## config.mk

```make
export PLATFORM = sky130hd
export DESIGN_NAME = buffered_uart_ring_pair
export DESIGN_NICKNAME = d
export VERILOG_FILES = /design/src/design/bur_pkg.sv /design/src/design/bur_ram.sv /design/src/design/bur_ctrl.sv /design/src/design/buffered_uart_ring_pair.sv
export SDC_FILE = /design/constraint.sdc
export NUM_CORES = 1
export LEC_CHECK = 0
export BUFFER_PORTS_ARGS = -buffer_cell sky130_fd_sc_hd__clkbuf_2
export CAP_MARGIN = 40
export CORE_MARGIN = 3
export CORE_UTILIZATION = 30
export DETAILED_ROUTE_END_ITERATION = 16
export GPL_TIMING_DRIVEN = 0
export PLACE_DENSITY = 0.43
export SYNTH_ARGS = -nofsm -noshare
export SYNTH_HDL_FRONTEND = slang
export SYNTH_SLANG_ARGS = --single-unit
```

## constraint.sdc

```tcl
create_clock -name clock -period 8.5 [get_ports clock]
set_clock_uncertainty 0.1 [all_clocks]
set_input_delay 0.425 -clock clock [delete_from_list [all_inputs] [get_ports clock]]
set_output_delay 0.425 -clock clock [all_outputs]
set_load 0.01 [all_outputs]
```

## src/design/bur_pkg.sv

```systemverilog
// Shared types and constants for the buffered UART ring pair.
package bur_pkg;

   // Ring depths; each ring holds one byte fewer than its depth.
   localparam int TX_DEPTH = 16;
   localparam int RX_DEPTH = 16;
   localparam int TX_PTR_W = $clog2(TX_DEPTH);
   localparam int RX_PTR_W = $clog2(RX_DEPTH);
   localparam int BYTE_W   = 8;
   localparam int CMD_W    = 2;
   localparam int ERR_W    = 3;

   typedef enum logic [CMD_W-1:0] {
      CMD_HOST_WRITE = 2'd0,
      CMD_HOST_READ  = 2'd1,
      CMD_TX_READY   = 2'd2,
      CMD_RX_BYTE    = 2'd3
   } cmd_type;

   typedef enum logic [ERR_W-1:0] {
      ERR_NONE     = 3'd0,
      ERR_TX_FULL  = 3'd1,
      ERR_RX_EMPTY = 3'd2,
      ERR_FRAME    = 3'd3,
      ERR_OVERRUN  = 3'd4,
      ERR_PARITY   = 3'd5,
      ERR_RX_FULL  = 3'd6
   } err_type;

   // Store accesses for one request.
   typedef struct packed {
      logic                tx_we;
      logic [TX_PTR_W-1:0] tx_waddr;
      logic                tx_re;
      logic [TX_PTR_W-1:0] tx_raddr;
      logic                rx_we;
      logic [RX_PTR_W-1:0] rx_waddr;
      logic                rx_re;
      logic [RX_PTR_W-1:0] rx_raddr;
   } ram_op_type;

   // Status after one request, captured into the result register.
   typedef struct packed {
      logic             read_hit;
      logic             tx_valid;
      logic             tx_request;
      logic [ERR_W-1:0] error_code;
   } status_type;

endpackage

```

## src/design/bur_ram.sv

```systemverilog
// Generic single-write, single-read RAM with a registered read port.
module bur_ram #(
   parameter int WIDTH = 8,
   parameter int DEPTH = 16
) (
   input  logic                     clock,
   input  logic                     wr_en,
   input  logic [$clog2(DEPTH)-1:0] wr_addr,
   input  logic [WIDTH-1:0]         wr_data,
   input  logic                     rd_en,
   input  logic [$clog2(DEPTH)-1:0] rd_addr,
   output logic [WIDTH-1:0]         rd_data
);

   logic [WIDTH-1:0] mem_ff [DEPTH];
   logic [WIDTH-1:0] rd_data_ff;

   // Write port and registered read port; read data holds when not enabled.
   always_ff @(posedge clock) begin
      if (wr_en) begin
         mem_ff[wr_addr] <= wr_data;
      end
      if (rd_en) begin
         rd_data_ff <= mem_ff[rd_addr];
      end
   end

   assign rd_data = rd_data_ff;

endmodule

```

## src/design/bur_ctrl.sv

```systemverilog
// Ring pointers, request decode, transmit request flag and the last error code.
module bur_ctrl (
   input  logic                        clock,
   input  logic                        reset,
   input  logic                        accept,
   input  logic [bur_pkg::CMD_W-1:0]   command,
   input  logic                        frame_error,
   input  logic                        overrun_error,
   input  logic                        parity_error,
   output bur_pkg::ram_op_type         ram_op,
   output bur_pkg::status_type         status
);
   import bur_pkg::*;

   logic [TX_PTR_W-1:0] tx_head_ff, tx_head_in, tx_tail_ff, tx_tail_in;
   logic [RX_PTR_W-1:0] rx_head_ff, rx_head_in, rx_tail_ff, rx_tail_in;
   logic [ERR_W-1:0]    last_error_ff, last_error_in;
   logic                armed_ff, armed_in;
   logic [TX_PTR_W-1:0] tx_head_nx, tx_tail_nx;
   logic [RX_PTR_W-1:0] rx_head_nx, rx_tail_nx;
   logic                tx_empty, tx_full, rx_empty, rx_full;
   cmd_type             cmd;

   // Next pointer positions, wrapping at the ring depth.
   assign tx_head_nx = (tx_head_ff == TX_PTR_W'(TX_DEPTH - 1)) ? '0 : tx_head_ff + 1'b1;
   assign tx_tail_nx = (tx_tail_ff == TX_PTR_W'(TX_DEPTH - 1)) ? '0 : tx_tail_ff + 1'b1;
   assign rx_head_nx = (rx_head_ff == RX_PTR_W'(RX_DEPTH - 1)) ? '0 : rx_head_ff + 1'b1;
   assign rx_tail_nx = (rx_tail_ff == RX_PTR_W'(RX_DEPTH - 1)) ? '0 : rx_tail_ff + 1'b1;

   assign tx_empty = (tx_head_ff == tx_tail_ff);
   assign tx_full  = (tx_head_nx == tx_tail_ff);
   assign rx_empty = (rx_head_ff == rx_tail_ff);
   assign rx_full  = (rx_head_nx == rx_tail_ff);
   assign cmd      = cmd_type'(command);

   // Decode one request into pointer moves, store accesses and status.
   always_comb begin
      tx_head_in    = tx_head_ff;
      tx_tail_in    = tx_tail_ff;
      rx_head_in    = rx_head_ff;
      rx_tail_in    = rx_tail_ff;
      last_error_in = last_error_ff;
      armed_in      = armed_ff;
      ram_op        = '0;
      ram_op.tx_waddr = tx_head_nx;
      ram_op.tx_raddr = tx_tail_nx;
      ram_op.rx_waddr = rx_head_nx;
      ram_op.rx_raddr = rx_tail_nx;
      status        = '0;

      case (cmd)
         CMD_HOST_WRITE: begin
            if (tx_full) begin
               last_error_in = ERR_TX_FULL;
            end else begin
               last_error_in = ERR_NONE;
               tx_head_in    = tx_head_nx;
               armed_in      = 1'b1;
               ram_op.tx_we  = accept;
            end
         end
         CMD_HOST_READ: begin
            if (rx_empty) begin
               last_error_in = ERR_RX_EMPTY;
            end else begin
               last_error_in   = ERR_NONE;
               rx_tail_in      = rx_tail_nx;
               ram_op.rx_re    = accept;
               status.read_hit = 1'b1;
            end
         end
         CMD_TX_READY: begin
            if (tx_empty) begin
               armed_in = 1'b0;
            end else begin
               tx_tail_in      = tx_tail_nx;
               ram_op.tx_re    = accept;
               status.tx_valid = 1'b1;
            end
         end
         CMD_RX_BYTE: begin
            if (rx_full) begin
               last_error_in = ERR_RX_FULL;
            end else begin
               rx_head_in   = rx_head_nx;
               ram_op.rx_we = accept;
               // Line errors are ranked frame, then overrun, then parity.
               if (frame_error) begin
                  last_error_in = ERR_FRAME;
               end else if (overrun_error) begin
                  last_error_in = ERR_OVERRUN;
               end else if (parity_error) begin
                  last_error_in = ERR_PARITY;
               end else begin
                  last_error_in = ERR_NONE;
               end
            end
         end
         default: begin
            last_error_in = last_error_ff;
         end
      endcase

      status.tx_request = armed_in;
      status.error_code = last_error_in;
   end

   // State advances only on an accepted request.
   always_ff @(posedge clock) begin
      if (reset) begin
         tx_head_ff    <= '0;
         tx_tail_ff    <= '0;
         rx_head_ff    <= '0;
         rx_tail_ff    <= '0;
         last_error_ff <= ERR_NONE;
         armed_ff      <= 1'b0;
      end else if (accept) begin
         tx_head_ff    <= tx_head_in;
         tx_tail_ff    <= tx_tail_in;
         rx_head_ff    <= rx_head_in;
         rx_tail_ff    <= rx_tail_in;
         last_error_ff <= last_error_in;
         armed_ff      <= armed_in;
      end
   end

endmodule

```

## src/design/buffered_uart_ring_pair.sv

```systemverilog
// Top level of the buffered UART ring pair: stores, control and result register.
// The result of an accepted request is held in the result register until it is taken.
// Throughput: one request per cycle while the result is not stalled; the result register is refilled as it is taken.
// The store read ports are registered and form part of the result register.
// Reset clears the ring pointers, the error code, the transmit request and result valid.
// The byte stores need no clearing; only written entries are ever read.
module buffered_uart_ring_pair (
   input  logic                         clock,
   input  logic                         reset,
   input  logic                         req_valid,
   output logic                         req_stall,
   input  logic [bur_pkg::CMD_W-1:0]    req_command,
   input  logic [bur_pkg::BYTE_W-1:0]   req_data_byte,
   input  logic                         req_frame_error,
   input  logic                         req_overrun_error,
   input  logic                         req_parity_error,
   output logic                         rsp_valid,
   input  logic                         rsp_stall,
   output logic [bur_pkg::BYTE_W-1:0]   rsp_read_data,
   output logic                         rsp_tx_valid,
   output logic [bur_pkg::BYTE_W-1:0]   rsp_tx_data,
   output logic                         rsp_tx_request,
   output logic [bur_pkg::ERR_W-1:0]    rsp_error_code
);
   import bur_pkg::*;

   logic         accept;
   ram_op_type   ram_op;
   status_type   status_in, status_ff;
   logic         rsp_valid_ff, rsp_valid_in;
   logic [BYTE_W-1:0] tx_rd_data, rx_rd_data;

   // A request is taken whenever the result register is free or being emptied.
   assign req_stall = rsp_valid_ff & rsp_stall;
   assign accept    = req_valid & ~req_stall;

   bur_ctrl u_ctrl (
      .clock         (clock),
      .reset         (reset),
      .accept        (accept),
      .command       (req_command),
      .frame_error   (req_frame_error),
      .overrun_error (req_overrun_error),
      .parity_error  (req_parity_error),
      .ram_op        (ram_op),
      .status        (status_in)
   );

   bur_ram #(.WIDTH(BYTE_W), .DEPTH(TX_DEPTH)) u_tx_ram (
      .clock   (clock),
      .wr_en   (ram_op.tx_we),
      .wr_addr (ram_op.tx_waddr),
      .wr_data (req_data_byte),
      .rd_en   (ram_op.tx_re),
      .rd_addr (ram_op.tx_raddr),
      .rd_data (tx_rd_data)
   );

   bur_ram #(.WIDTH(BYTE_W), .DEPTH(RX_DEPTH)) u_rx_ram (
      .clock   (clock),
      .wr_en   (ram_op.rx_we),
      .wr_addr (ram_op.rx_waddr),
      .wr_data (req_data_byte),
      .rd_en   (ram_op.rx_re),
      .rd_addr (ram_op.rx_raddr),
      .rd_data (rx_rd_data)
   );

   // Result register: valid flag and status of the last accepted request.
   assign rsp_valid_in = accept | (rsp_valid_ff & rsp_stall);

   always_ff @(posedge clock) begin
      if (reset) begin
         rsp_valid_ff <= 1'b0;
      end else begin
         rsp_valid_ff <= rsp_valid_in;
      end
   end

   always_ff @(posedge clock) begin
      if (accept) begin
         status_ff <= status_in;
      end
   end

   // Bytes read zero unless the store was actually read for this request.
   assign rsp_valid      = rsp_valid_ff;
   assign rsp_read_data  = status_ff.read_hit ? rx_rd_data : '0;
   assign rsp_tx_valid   = status_ff.tx_valid;
   assign rsp_tx_data    = status_ff.tx_valid ? tx_rd_data : '0;
   assign rsp_tx_request = status_ff.tx_request;
   assign rsp_error_code = status_ff.error_code;

   // A byte handed to the transmitter leaves the transmit request armed.
   assert property (@(posedge clock) disable iff (reset)
      rsp_valid_ff && rsp_tx_valid |-> rsp_tx_request)
      else $error("transmit byte issued with request disarmed");

   // A nonzero popped byte only comes from a successful host read.
   assert property (@(posedge clock) disable iff (reset)
      rsp_valid_ff && (rsp_read_data != '0) |-> (rsp_error_code == ERR_NONE))
      else $error("read data returned alongside an error code");

   // Every accepted request yields a result in the next cycle.
   assert property (@(posedge clock) disable iff (reset)
      accept |=> rsp_valid_ff)
      else $error("accepted request produced no result");

endmodule
```

==> run summary <==
r2r worst-path depth: 11
Ports: 40
Post-synth top flop: edfxtp_1
H-tree depth: 2
core footprint: 42000 um^2
endpoint class of the critical path: flip-flop
Hold Path Class: input port to flip-flop
number of buffers added on ports: 38
maximum vdd drop: 0.0969 mV
synthesized area per cell: 14.3 um^2
Die X: 213 um
cts bufs inserted: 34
NumNets Final: 1011
cts hold-fix bufs: 0
power density over the cells: 212 nW/um^2
Antenna diodes: 0
Post-synth EDFFs: 278
Setup WS pre-CTS: 5120 ps
number of global-route vias before repair: 7740
# clock sinks: 299
GRT Total Usage: 0.153
maxcap violations: 0
DRT Wirelength: 34100 um
Initial Util: 0.305
via count: 7789
largest net degree at the start of global routing: 33
postcts setup bufs: 0
worst slew pin tran: 879 ps
count of final setup violators: 0
status: completed
cell area after layout: 14900 um^2
Crit path required time: 8610 ps
Leak: 4.84 nW
setup TNS: 0 ps
Synth Net Count: 924
Routed Antenna Nets: 0
Final Max Tran Viols: 0
Final WS setup: 5060 ps
Max-slew headroom: 0.410
Hold Crit Depth: 3
post-synthesis register bit count: 299
CTS clk-pin slew, worst paths: 60 ps
f_max: 291 MHz
Final Cycle Share: 0.404
RSZ-0062 raised after global routing: no
Setup crit start kind: flip-flop
initial antenna violation count: 1
total number of yosys warnings: 0
Syn Inst Count: 895
fin crit period: 3440 ps
Yosys cell types: 66
CTS tree: yes
DIE AREA: 45200 um^2
Synth async-reset ratio: 0
area grow syn2layout: 16.1%
WL/cell: 22.0 um
sequential element share of the synthesized area: 0.685
Placement Rows: 75
crit path kind: flip-flop to flip-flop
critical path fanouts, max: 10
1st-iter DRT viols: 609
GPL Wtd Cong: 0.758
Mapped Area: 12800 um^2
vias per cell: 5.03
root cell of the clock tree: clkbuf_16
# resized after CTS: 0
layout cells sized above 1: 0.167
GRT Residual Overflow: 0
Placed Area: 13800 um^2
Initial DRT Pass Iterations: 5
CP Data Arrival Time: 3540 ps
Die Ht: 213 um
first-pass GRT wire length: 51300 um
DR DRC count: 0
worst skew pair latency: 510 ps
overall power: 3.15 mW
Post-DP HPWL: 22300 um
clock tree buffer depth: 3
Hold Vio Cnt, Final: 0
-- final timing paths --
kind	to	slack, ps	startpoint
max reg2reg	u_tx_ram.mem_ff[1][2]	5060	u_ctrl.tx_head_ff[0]
max	u_tx_ram.mem_ff[1][2]	5060	u_ctrl.tx_head_ff[0]
min	rsp_valid	40	req_valid
min reg2reg	u_ctrl.last_error_ff[0]	400	u_ctrl.last_error_ff[0]
-- cells by family (layout without fill, tap and decap cells) --
kind of cell / count (synthesis) / in the layout / synth area share
xor gates and xnor gates: 20 / 20 / 0.0154
muxes: 44 / 44 / 0.0651
buffers and inverters: 70 / 183 / 0.0248
AOI/OAI and AO/OA: 179 / 179 / 0.0940
adders and majority gates: 12 / 12 / 0.0117
and+or+nand+nor: 271 / 271 / 0.104
DFF: 299 / 299 / 0.685
-- metal layers --
metal  global-route usage  wire [um]  vias up
met5                    0          0        -
met4               0.0443        740        0
met3               0.0251       1780       50
met2                0.221      14400      192
met1                0.238      17100     3930
li1                     -          -     3617
-- state kept, by name (all words and copies together) (netlist names), 3 cells and up --
register	cells
u_rx_ram.mem_ff	128
rsp_error_code	3
u_ctrl.rx_tail_ff	4
u_ctrl.last_error_ff	3
u_tx_ram.mem_ff	128
u_tx_ram.rd_data	8
u_ctrl.tx_tail_ff	4
u_ctrl.rx_head_ff	4
u_ctrl.tx_head_ff	4
u_rx_ram.rd_data	8
-- per-stage QoR --
stage | std cells | util | hold slack, ps
2_1_floorplan | 895 | - | 364
3_3_place_gp | 1472 | 0.325 | 385
5_1_grt | 1547 | 0.354 | 39.8
4_1_cts | 1546 | 0.354 | 10.4
6_report | 1547 | 0.354 | 35.5
3_5_place_dp | 1484 | 0.328 | 390
-- layout make-up --
| type | count | area, um^2 |
|---|---|---|
| plain buffers | 59 | 277 |
| well taps | 539 | 674 |
| inverters | 11 | 41.3 |
| multi-input cells | 526 | 3770 |
| clock buffers | 48 | 967 |
| flip-flops and latches | 299 | 8770 |
| fillers | 4044 | 27200 |
| clock inverters | 14 | 88.8 |
| repair buffers | 51 | 283 |
-- report_power, final --
group,switching [mW],internal (mW)
clock,0.575,0.824
sequential,0.00555,1.62
combinational,0.0848,0.0391
-- critical path: stages, from the launching register on --
cell and delay (ps):
dfxtp_1 400, buf_2 250, inv_1 90, ha_1 350, xor2_1 190, nor2_1 80
and2_1 130, clkbuf_1 150, a21o_1 270, buf_2 230, nor3_1 570, buf_2 320
-- cell usage after synthesis, types with 3 or more instances --
| library cell | count | area, um^2 |
|---|---|---|
| a211oi_1 | 7 | 52.6 |
| a21boi_0 | 22 | 165 |
| a21oi_1 | 46 | 230 |
| a31oi_1 | 8 | 50.1 |
| and2_1 | 28 | 175 |
| and3_1 | 10 | 62.6 |
| and4_1 | 5 | 43.8 |
| and4b_1 | 4 | 40.0 |
| buf_2 | 17 | 85.1 |
| buf_4 | 3 | 22.5 |
| buf_6 | 3 | 33.8 |
| clkbuf_1 | 34 | 128 |
| dfxtp_1 | 21 | 420 |
| edfxtp_1 | 278 | 8350 |
| ha_1 | 12 | 150 |
| inv_1 | 11 | 41.3 |
| mux2_1 | 3 | 33.8 |
| mux2i_1 | 9 | 90.1 |
| mux4_2 | 31 | 698 |
| nand2_1 | 110 | 413 |
| nand2b_1 | 12 | 75.1 |
| nand3_1 | 40 | 200 |
| nand4_1 | 5 | 31.3 |
| nor2_1 | 24 | 90.1 |
| nor2b_1 | 8 | 50.1 |
| nor3_1 | 13 | 65.1 |
| nor3b_1 | 4 | 30.0 |
| o2111a_1 | 4 | 45.0 |
| o211ai_1 | 12 | 90.1 |
| o21ai_0 | 24 | 120 |
| o22ai_1 | 23 | 144 |
| o31ai_1 | 3 | 22.5 |
| xnor2_1 | 14 | 123 |
| xor2_1 | 4 | 35.0 |
-- cell usage in the layout, fill, tap and decap left out, types with 4 or more instances in the layout --
cell type  netlist  routed
a31oi_1          8       8
clkinv_2         0       4
buf_2           17      19
o2111a_1         4       4
nor2_1          24      24
clkbuf_1        34      45
xnor2_1         14      14
and2_1          28      28
o211ai_1        12      12
inv_1           11      11
nand4_1          5       5
o21ai_0         24      24
clkbuf_2         0      38
nor3_1          13       6
clkbuf_16        0      37
nor3_2           0       7
nand2b_1        12      12
and4_1           5       5
buf_4            3      14
mux2i_1          9       9
nand2_1        110     110
xor2_1           4       4
nor2b_1          8       8
nand3_1         40      40
a21boi_0        22      22
edfxtp_1       278     278
and4b_1          4       4
o22ai_1         23      23
ha_1            12      12
and3_1          10      10
mux4_2          31      31
dfxtp_1         21      21
clkinv_1         0       8
a21oi_1         46      46
a211oi_1         7       7
Power figures use the tool's default switching activity.
